[config.mk]
export PLATFORM = sky130hd
export DESIGN_NAME = stsp_ctrl
export DESIGN_NICKNAME = d
export VERILOG_FILES = /design/src/assert_macros.svh /design/src/stsp_pkg.sv /design/src/stsp_ctrl.sv
export SDC_FILE = /design/constraint.sdc
export NUM_CORES = 1
export LEC_CHECK = 0
export ABC_AREA = 0
export BUFFER_PORTS_ARGS = -buffer_cell sky130_fd_sc_hd__buf_4
export CORE_MARGIN = 3
export CORE_UTILIZATION = 48
export CTS_BUF_LIST = sky130_fd_sc_hd__clkbuf_8
export DETAILED_ROUTE_END_ITERATION = 7
export PLACE_DENSITY_LB_ADDON = 0.05
export SLEW_MARGIN = 15
export SYNTH_ARGS = -nofsm -noshare
export SYNTH_HDL_FRONTEND = slang
export SYNTH_SLANG_ARGS = --single-unit
[constraint.sdc]
create_clock -name clock -period 1.97 [get_ports clock]
set_input_delay 0.394 -clock clock [delete_from_list [all_inputs] [get_ports clock]]
set_output_delay 0.394 -clock clock [all_outputs]
set_load 0.03 [all_outputs]
[src/assert_macros.svh]
// Assertion macros for the RTL file that checks itself.
// Each macro expects signals named clock and reset in the scope where it is used.
`ifndef ASSERT_MACROS_SVH
`define ASSERT_MACROS_SVH

// Expression must hold at every clock edge outside reset.
`define ASSERT_ALWAYS(lbl, expr, msg) \
   lbl: assert property (@(posedge clock) disable iff (reset) (expr)) else $error(msg);

// Same-cycle implication.
`define ASSERT_IMPLIES(lbl, ante, cons, msg) \
   lbl: assert property (@(posedge clock) disable iff (reset) (ante) |-> (cons)) else $error(msg);

// Next-cycle implication.
`define ASSERT_NEXT(lbl, ante, cons, msg) \
   lbl: assert property (@(posedge clock) disable iff (reset) (ante) |=> (cons)) else $error(msg);

`endif

[src/stsp_pkg.sv]
// Shared constants, opcodes and controller/datapath interface types.
// No dependencies; imported by every module of the slack pass block.
package stsp_pkg;

   localparam int TIME_W     = 48;
   localparam int DLY_W      = 32;
   localparam int IDEP_W     = 11;
   localparam int ODEP_W     = 10;
   localparam int NODE_FLD_W = 10;
   localparam int TARGET_W   = 46;
   localparam int OP_W       = 3;
   localparam int STAT_W     = 2;
   localparam int REQ_DATA_W = 56;
   localparam int RSP_DATA_W = 120;

   localparam logic [OP_W-1:0] OP_LOAD   = 3'd0;
   localparam logic [OP_W-1:0] OP_FANIN  = 3'd1;
   localparam logic [OP_W-1:0] OP_FANOUT = 3'd2;
   localparam logic [OP_W-1:0] OP_RUN    = 3'd3;
   localparam logic [OP_W-1:0] OP_READ   = 3'd4;
   localparam logic [OP_W-1:0] OP_CLEAR  = 3'd5;

   localparam logic [STAT_W-1:0] ST_ACCEPT   = 2'd0;
   localparam logic [STAT_W-1:0] ST_RUN_DONE = 2'd1;
   localparam logic [STAT_W-1:0] ST_READ     = 2'd2;
   localparam logic [STAT_W-1:0] ST_REJECT   = 2'd3;

   typedef struct packed {
      logic              take;        // latch owner and neighbor
      logic              load_node;
      logic              clear_graph;
      logic              sel_out;     // 1: fanout list, 0: fanin list
      logic              gap_write;   // start[fill] <= count, fill++
      logic              list_write;  // list[count] <= neighbor, count++
      logic              read_issue;
      logic              rsp_load;
      logic [STAT_W-1:0] rsp_kind;
      logic              fwd_init;
      logic              fstart;
      logic              fseg;
      logic              flist;
      logic              fnode;
      logic              facc;
      logic              fwrite;
      logic              bwd_init;
      logic              bhi;
      logic              bstart;
      logic              bseg;
      logic              blist;
      logic              bnode;
      logic              bacc;
      logic              bwrite;
      logic              set_valid;
   } cmd_type;

   typedef struct packed {
      logic ok_load;
      logic ok_fanin;
      logic ok_fanout;
      logic ok_read;
      logic gap_done;
      logic close_done;
      logic graph_empty;
      logic edges_left;
      logic fwd_last;
      logic bwd_last;
   } stat_type;

endpackage

[src/stsp_ctrl.sv]
// Controller FSM: handshakes, item decode, edge gap fill, list close and both passes.
// Depends on stsp_pkg; commands stsp_datapath.
module stsp_ctrl
   import stsp_pkg::*;
(
   input  logic            clock,
   input  logic            reset,
   input  logic            req_tvalid,
   output logic            req_tready,
   input  logic [OP_W-1:0] req_op,
   output logic            rsp_tvalid,
   input  logic            rsp_tready,
   output cmd_type         cmd,
   input  stat_type        stat
);

   typedef enum logic [4:0] {
      S_IDLE, S_EDGE_GAP, S_READ_WAIT, S_CLOSE_IN, S_CLOSE_OUT,
      S_F_START, S_F_SEG, S_F_EDGE, S_F_FETCH, S_F_ACC, S_F_WRITE,
      S_B_INIT, S_B_HI, S_B_START, S_B_SEG, S_B_EDGE, S_B_FETCH, S_B_ACC, S_B_WRITE
   } state_type;

   state_type state_ff, state_in;
   logic      rsp_valid_ff, rsp_valid_in;
   logic      sel_ff, sel_in;
   logic      accept;

   assign req_tready = (state_ff == S_IDLE) && (!rsp_valid_ff || rsp_tready);
   assign accept     = req_tvalid && req_tready;
   assign rsp_tvalid = rsp_valid_ff;

   always_comb begin
      cmd      = '0;
      state_in = state_ff;
      sel_in   = sel_ff;
      cmd.sel_out = sel_ff;
      unique case (state_ff)
         S_IDLE: begin
            if (accept) begin
               cmd.take     = 1'b1;
               cmd.rsp_kind = ST_REJECT;
               unique case (req_op) inside
                  OP_LOAD: begin
                     cmd.load_node = stat.ok_load;
                     cmd.rsp_load  = 1'b1;
                     cmd.rsp_kind  = stat.ok_load ? ST_ACCEPT : ST_REJECT;
                  end
                  OP_FANIN, OP_FANOUT: begin
                     sel_in      = req_op == OP_FANOUT;
                     cmd.sel_out = sel_in;
                     if (sel_in ? stat.ok_fanout : stat.ok_fanin) begin
                        state_in = S_EDGE_GAP;
                     end else begin
                        cmd.rsp_load = 1'b1;
                     end
                  end
                  OP_RUN: begin
                     sel_in   = 1'b0;
                     state_in = S_CLOSE_IN;
                  end
                  OP_READ: begin
                     if (stat.ok_read) begin
                        cmd.read_issue = 1'b1;
                        state_in       = S_READ_WAIT;
                     end else begin
                        cmd.rsp_load = 1'b1;
                     end
                  end
                  OP_CLEAR: begin
                     cmd.clear_graph = 1'b1;
                     cmd.rsp_load    = 1'b1;
                     cmd.rsp_kind    = ST_ACCEPT;
                  end
                  default: cmd.rsp_load = 1'b1;
               endcase
            end
         end
         S_EDGE_GAP: begin
            if (stat.gap_done) begin
               cmd.list_write = 1'b1;
               cmd.rsp_load   = 1'b1;
               cmd.rsp_kind   = ST_ACCEPT;
               state_in       = S_IDLE;
            end else begin
               cmd.gap_write = 1'b1;
            end
         end
         S_READ_WAIT: begin
            cmd.rsp_load = 1'b1;
            cmd.rsp_kind = ST_READ;
            state_in     = S_IDLE;
         end
         S_CLOSE_IN: begin
            if (stat.close_done) begin
               sel_in   = 1'b1;
               state_in = S_CLOSE_OUT;
            end else begin
               cmd.gap_write = 1'b1;
            end
         end
         S_CLOSE_OUT: begin
            if (!stat.close_done) begin
               cmd.gap_write = 1'b1;
            end else if (stat.graph_empty) begin
               cmd.set_valid = 1'b1;
               cmd.rsp_load  = 1'b1;
               cmd.rsp_kind  = ST_RUN_DONE;
               state_in      = S_IDLE;
            end else begin
               cmd.fwd_init = 1'b1;
               state_in     = S_F_START;
            end
         end
         S_F_START: begin
            cmd.fstart = 1'b1;
            state_in   = S_F_SEG;
         end
         S_F_SEG: begin
            cmd.fseg = 1'b1;
            state_in = S_F_EDGE;
         end
         S_F_EDGE: begin
            if (stat.edges_left) begin
               cmd.flist = 1'b1;
               state_in  = S_F_FETCH;
            end else begin
               state_in = S_F_WRITE;
            end
         end
         S_F_FETCH: begin
            cmd.fnode = 1'b1;
            state_in  = S_F_ACC;
         end
         S_F_ACC: begin
            cmd.facc = 1'b1;
            state_in = S_F_EDGE;
         end
         S_F_WRITE: begin
            cmd.fwrite = 1'b1;
            state_in   = stat.fwd_last ? S_B_INIT : S_F_START;
         end
         S_B_INIT: begin
            cmd.bwd_init = 1'b1;
            state_in     = S_B_HI;
         end
         S_B_HI: begin
            cmd.bhi  = 1'b1;
            state_in = S_B_START;
         end
         S_B_START: begin
            cmd.bstart = 1'b1;
            state_in   = S_B_SEG;
         end
         S_B_SEG: begin
            cmd.bseg = 1'b1;
            state_in = S_B_EDGE;
         end
         S_B_EDGE: begin
            if (stat.edges_left) begin
               cmd.blist = 1'b1;
               state_in  = S_B_FETCH;
            end else begin
               state_in = S_B_WRITE;
            end
         end
         S_B_FETCH: begin
            cmd.bnode = 1'b1;
            state_in  = S_B_ACC;
         end
         S_B_ACC: begin
            cmd.bacc = 1'b1;
            state_in = S_B_EDGE;
         end
         S_B_WRITE: begin
            cmd.bwrite = 1'b1;
            if (stat.bwd_last) begin
               cmd.set_valid = 1'b1;
               cmd.rsp_load  = 1'b1;
               cmd.rsp_kind  = ST_RUN_DONE;
               state_in      = S_IDLE;
            end else begin
               state_in = S_B_START;
            end
         end
         default: state_in = S_IDLE;
      endcase

      if (cmd.rsp_load) rsp_valid_in = 1'b1;
      else if (rsp_tready) rsp_valid_in = 1'b0;
      else rsp_valid_in = rsp_valid_ff;
   end

   always_ff @(posedge clock) begin
      if (reset) begin
         state_ff     <= S_IDLE;
         rsp_valid_ff <= 1'b0;
         sel_ff       <= 1'b0;
      end else begin
         state_ff     <= state_in;
         rsp_valid_ff <= rsp_valid_in;
         sel_ff       <= sel_in;
      end
   end

endmodule

==> flow_summary.json, run 1 <==
{
  "routedWlPerCell_um": 16.40,
  "ant_nets": 0,
  "avgSynthCellArea_sq_um": 6.599,
  "synth_compound_area_share_pct": 30.52,
  "synth_edf_count": 0,
  "globalplace.congestion": 0.9178,
  "p_sw_share_pct": 49.92,
  "die_h_um": 50.80,
  "setup_slack_ns": -0.08733,
  "fin_worst_skew_ns": 0.003840,
  "synth-async-reset-ratio_pct": 0,
  "final_cells": 227,
  "cellLeakagePower_nw": 0.7149,
  "syn_to_final_growth_pct": 59.61,
  "seqPwrFrac_pct": 12.4,
  "clock-sinks": 7,
  "final.period_utilization_pct": 104.4,
  "grt_max_degree": 15,
  "timing.rr.start": "state_ff[3]",
  "power.total_mw": 2.209,
  "fp.dieW_um": 50.80,
  "cp.required_ns": 1.58,
  "violations": "setup timing",
  "row_count": 15,
  "die_area_sq_um": 2581,
  "irDropWorstVdd_uv": 829.9,
  "port_buffers": 44,
  "core_sq_um": 1802,
  "pwr-share-comb_pct": 78.4,
  "grt_pass1_wl_um": 5375,
  "clk_latency_ns": 0.23,
  "multi_input_area_sq_um": 774.5,
  "drt-initial-drc-count": 99,
  "num_vias": 1362,
  "slew_violations": 0,
  "final_layout_size_suffix_gt1_share_pct": 44.55,
  "synth_fa_ha_area_share_pct": 0,
  "path_class": "input pin to primary output",
  "fmax_ghz": 0.4861,
  "clockBufferDepth": 2,
  "synth-xor-area-share_pct": 0.9091,
  "cts_inserted_buffers": 3,
  "cp-start-kind": "input pin",
  "io_pins": 45,
  "start_util_pct": 53.47,
  "insertedDiodeCount": 0,
  "regArea_sq_um": 150.1,
  "p_per_area_nw_per_um2": 1436,
  "antenna_found_initial": 0,
  "syn_nets": 163,
  "crit_start": "req_op[1]",
  "synthesis.area_sq_um": 963.4,
  "syn_inst": 146,
  "finalCriticalPeriod_ns": 2.057,
  "placed_cells": 213,
  "rsz0062_at_grt": "true",
  "ys.warnings.count": 0,
  "tns_ns": -0.1084,
  "status": "finished with violations",
  "synthFlopType": "dfxtp_1",
  "cp_max_fo": 12,
  "cts_tree": "built",
  "ys_seq_area_share_pct": 14.55,
  "cts_root_buf": "clkbuf_8",
  "synthMuxAreaShare_pct": 1.039,
  "finalHoldViolCount": 0,
  "p_int_mw": 1.106,
  "cts_htree_levels": 1,
  "ys_ff_latch": 7,
  "vias_per_cell": 6.000,
  "worstHoldStart": "reset",
  "drt_wl_total_um": 3722,
  "final_nets": 220,
  "drv_cap": 0,
  "yosysUniqueCellTypes": 48,
  "clk_pin_slew_ns": 0.04,
  "hold_slack_ns": 0.3797,
  "synthSimpleGateAreaFrac_pct": 43.25,
  "tightest_slew_ns": 0.3703,
  "endpoint_kind": "primary output",
  "hp-class": "input pin to flip-flop",
  "synth_top_family_by_area": "simple AND/OR/NAND/NOR gates",
  "grt_pass1_vias": 1222,
  "setup_viol": 2,
  "slew_headroom_pct": 75.32,
  "p_switching_mw": 1.103,
  "final_util_pct": 85.35,
  "clock_power_share_pct": 9.2,
  "dr.pass1.iters": 4,
  "track_usage_pct": 26.89,
  "dp_hpwl_um": 2403,
  "fillers": 121,
  "crit_arrival_ns": 1.66,
  "drc": 0,
  "overflow": 0
}
final cells by class:
| type | count | area share [%] |
|---|---|---|
| well taps | 25 | 2.034 |
| inverters | 8 | 2.197 |
| repair buffers | 64 | 32.71 |
| clock inverters | 1 | 0.2441 |
| flip-flops and latches | 7 | 9.764 |
| clock buffers | 3 | 2.685 |
| multi-input cells | 119 | 50.37 |
cell usage after synthesis (3+ instances only):
cell / count / area [sq um]
buf_2: 5 / 25.02
nand2_1: 14 / 52.55
o21ai_0: 11 / 55.05
nand3_1: 3 / 15.01
nor3_1: 6 / 30.03
a31oi_1: 4 / 25.02
a21oi_1: 8 / 40.04
nor2b_1: 4 / 25.02
buf_4: 3 / 22.52
dfxtp_1: 7 / 140.1
inv_1: 7 / 26.28
nor2_1: 22 / 82.58
nand2b_1: 6 / 37.54
and3_1: 3 / 18.77
or3_1: 3 / 18.77
layer usage:
| layer | part of all wire (%) | track usage [%] |
|---|---|---|
| met1 | 43 | 35.88 |
| met2 | 46 | 43.48 |
| met4 | 1.1 | 10.31 |
| met5 | 0 | 0 |
| met3 | 10 | 3.561 |
path summary, 6_finish.rpt:
check	endpoint	slack, ns	cells past startpoint
hold / removal	state_ff[1]	0.38	2
setup / recovery	cmd[18]	-0.09	7
setup reg to reg	state_ff[0]	0.22	5
hold reg to reg	sel_ff	0.51	2
cells by family after synthesis:
logic type | Yosys count
xor gates and xnor gates | 1
buffers and inverters | 20
muxes | 1
AOI/OAI and AO/OA | 41
DFF | 7
and+or+nand+nor | 76
stage by stage:
step	instance area (sq um)	worst slack, ns
finish	1538	-0.08733
global route	1538	-0.09871
CTS	1434	-0.04673
detailed placement	1353	0.07414
global placement	1353	0.1123
floorplan	979.7	-0.005717
registers in the layout, summed over array words and instances, names as in the netlist:
name and cells:
rsp_tvalid 1, state_ff 5, sel_ff 1
power by group through the flow:
stage                     registers, mW  logic (mW)  clock network [mW]
final                             0.274        1.73               0.203
after global routing              0.278        1.84               0.213
after CTS                         0.254        1.47               0.207
after detailed placement          0.253        1.42                   0
after global placement            0.254        1.40                   0
after floorplan                   0.219        1.05                   0
layout by cell type (no fill, tap or decap), types with 2 or more instances in the layout:
cell type	synthesis	layout
a21oi_1	8	8
a311oi_1	2	2
a31oi_1	4	4
and3_1	3	3
buf_4	3	59
buf_6	0	4
clkbuf_8	0	3
dfxtp_1	7	3
dfxtp_2	0	2
dfxtp_4	0	2
inv_1	7	7
nand2_1	14	14
nand2b_1	6	4
nand2b_4	1	3
nand3_1	3	3
nand3b_1	2	2
nor2_1	22	21
nor2_4	1	2
nor2b_1	4	4
nor3_1	6	4
nor3_2	1	3
nor3b_1	2	2
o21ai_0	11	9
o22ai_1	2	2
o32a_1	2	2
or3_1	3	3
or3_4	2	2
timing repair:
action	in CTS	in global routing
hold buffers	0	0
pin swaps	2	4
setup endpoints to repair	8	9
setup buffers	2	8
gates resized for setup	5	13
critical path: stages:
cell,delay [ns]
buf_4,0.15
nand4bb_1,0.16
o221ai_1,0.20
o21ai_0,0.33
nand3_1,0.16
nand2_1,0.12
buf_6,0.14
(Power assumes the default switching activity.)
==> run 2: changes to the inputs <==
ABC_AREA = 1   (was 0)
CORE_UTILIZATION = 35   (was 48)
GPL_ROUTABILITY_DRIVEN = 0   (was unset)
==> flow_summary.json, run 2 <==
{
  "status": "finished, final reports clean",
  "cts_inserted_buffers": 3,
  "synthesis.area_sq_um": 1016,
  "clk_latency_ns": 0.22,
  "ys_seq_area_share_pct": 13.79,
  "io_pins": 45,
  "die_h_um": 59.88,
  "fp.dieW_um": 59.88,
  "antenna_found_initial": 0,
  "yosysUniqueCellTypes": 22,
  "synthMuxAreaShare_pct": 0,
  "hp-class": "input pin to flip-flop",
  "drc": 0,
  "yosysMostFrequentCell": "nand2_1",
  "largest_register": "state_ff",
  "drt-initial-drc-count": 36,
  "track_usage_pct": 18.22,
  "timing.rr.start": "state_ff[3]",
  "die_area_sq_um": 3585,
  "yosys.area.top_type": "nand2_1",
  "path_class": "flip-flop to primary output",
  "final_common_cell": "buf_4",
  "ys.warnings.count": 0,
  "slew_violations": 0,
  "clockBufferDepth": 2,
  "rrSetupSlack_ns": 0.39,
  "vias_per_cell": 5.014,
  "cellLeakagePower_nw": 0.8899,
  "final_layout_size_suffix_gt1_share_pct": 36.55,
  "placed_cells": 270,
  "avgSynthCellArea_sq_um": 5.237,
  "irDropWorstVdd_uv": 859.7,
  "dr.pass1.iters": 4,
  "synthSimpleGateAreaFrac_pct": 63.30,
  "synth_top_area_share_pct": 15.52,
  "synth-xor-area-share_pct": 0,
  "rr_worst_depth": 12,
  "synthFlopType": "dfxtp_1",
  "finalCriticalPeriod_ns": 1.907,
  "dp_slack_ns": 0.1888,
  "synth-async-reset-ratio_pct": 0,
  "layout_common_cells": "buf_4, nand2_1, nor2_1",
  "hold_path_end": "state_ff[3]",
  "setup_slack_ns": 0.06302,
  "row_count": 18,
  "tns_ns": 0,
  "drt_wl_total_um": 3274,
  "seqPwrFrac_pct": 15.5,
  "cts_root_buf": "clkbuf_8",
  "routedWlPerCell_um": 11.73,
  "final_nets": 267,
  "p_sw_share_pct": 52.75,
  "top_layer": "met4",
  "fin_worst_skew_ns": 0.004333,
  "yosys-top-cells-area": "nand2_1, nand3_1, dfxtp_1",
  "synth_edf_count": 0,
  "met3_length_um": 277,
  "synth_compound_area_share_pct": 7.266,
  "final.period_utilization_pct": 96.80,
  "p_per_area_nw_per_um2": 1001,
  "synth_top_family_by_area": "simple AND/OR/NAND/NOR gates",
  "cts_tree": "built",
  "grt_pass1_wl_um": 5092,
  "finalHoldViolCount": 0,
  "min_path_cells": 2,
  "worstHoldStart": "reset",
  "grt_max_degree": 9,
  "p_int_mw": 0.7254,
  "reg2reg_to": "state_ff[1]",
  "start_util_pct": 38.89,
  "dp_hpwl_um": 2756,
  "crit_arrival_ns": 1.51,
  "drv_cap": 0,
  "setup_viol": 0,
  "power.total_mw": 1.535,
  "port_buffers": 44,
  "ys_ff_latch": 7,
  "insertedDiodeCount": 0,
  "clk_pin_slew_ns": 0.04,
  "grt_pass1_vias": 1208,
  "clock-sinks": 7,
  "slew_headroom_pct": 80.95,
  "fmax_ghz": 0.5244,
  "clock_power_share_pct": 12.4,
  "fin_area_sq_um": 1534,
  "synth_fa_ha_area_share_pct": 0,
  "cp-start-kind": "flip-flop",
  "cp_max_fo": 5,
  "syn_nets": 211,
  "cts_hold_buf": 0,
  "cts_htree_levels": 1,
  "p_switching_mw": 0.8098,
  "synth_commonest_cells": "nand2_1, nor2_1, inv_1, nand3_1, inv_2",
  "overflow": 0,
  "placed_cell_area_sq_um": 1414,
  "endpoint_kind": "primary output",
  "final_cells": 279,
  "core_sq_um": 2613,
  "ant_nets": 0,
  "num_vias": 1399,
  "syn_inst": 194,
  "wl_met2_um": 1489,
  "cp.required_ns": 1.58,
  "tightest_slew_ns": 0.2849,
  "wl_met1_um": 1460,
  "largest_reg_flops": 5,
  "syn_to_final_growth_pct": 50.99,
  "pwr-share-comb_pct": 72.1
}
run 2: changes by cell type in the layout (fill, tap and decap cells not counted), sizes merged, moves of 6 or more:
cell	delta
o21ai	-7
or3	-6
nand3	+27
buf	-11
nor2	+25
inv	+32
nand2b	-7
nand2	+31
run 2: worst max path at each step:
stage / start / endpoint / slack, ns
after global placement: req_op[2] / cmd[22] / 0.18
after floorplan: state_ff[3] / cmd[16] / 0.02
after CTS: state_ff[3] / cmd[18] / -0.01
final: state_ff[3] / cmd[19] / 0.06
after detailed placement: req_op[2] / cmd[22] / 0.19
after global routing: state_ff[3] / cmd[19] / -0.02
run 2: power groups by stage:
stage	logic (mW)	registers [mW]	clock network [mW]
after global placement	1.04	0.228	0
after CTS	1.04	0.231	0.199
final	1.11	0.238	0.190
after global routing	1.22	0.243	0.205
after detailed placement	1.04	0.230	0
after floorplan	0.722	0.238	0
run 2: metal layers:
layer  up-vias  GRT usage, %
met3         7        0.4320
met4         0         7.278
met2        51         27.01
li1        716             -
met5         -             0
met1       625         27.41
run 2: cell type report:
| type | instances | area (sq um) |
|---|---|---|
| clock buffer | 3 | 41.29 |
| timing repair buffer | 53 | 401.6 |
| fill | 273 | 1079 |
| sequential | 7 | 151.4 |
| tap | 30 | 37.54 |
| inverter | 39 | 148.9 |
| multi-input combinational | 146 | 749.5 |
| clock inverter | 1 | 3.754 |
run 2: cells by family after synthesis:
kind of cell / after synthesis
and+or+nand+nor: 134
buffers and inverters: 41
AOI/OAI and AO/OA: 12
DFF: 7
run 2: repair_timing:
item,4_1_cts,5_1_grt
pin swaps,1,6
cloned,0,0
resized for setup,2,13
endpoints found under the setup margin,4,6
setup buffers,0,5
run 2: per-stage QoR:
step	utilization, %	hold slack [ns]
finish	58.72	0.3708
global route	58.72	0.3774
CTS	55.94	0.3742
detailed placement	54.12	0.4963
global placement	54.12	0.4831
floorplan	-	0.4474
run 2: critical path: stages, from the launching register on:
cell and delay, ns:
dfxtp_4 0.35, nor2_4 0.18, nand2_4 0.09, nor2_4 0.14, nand3_4 0.11, buf_4 0.15
nor3_2 0.09, buf_4 0.17
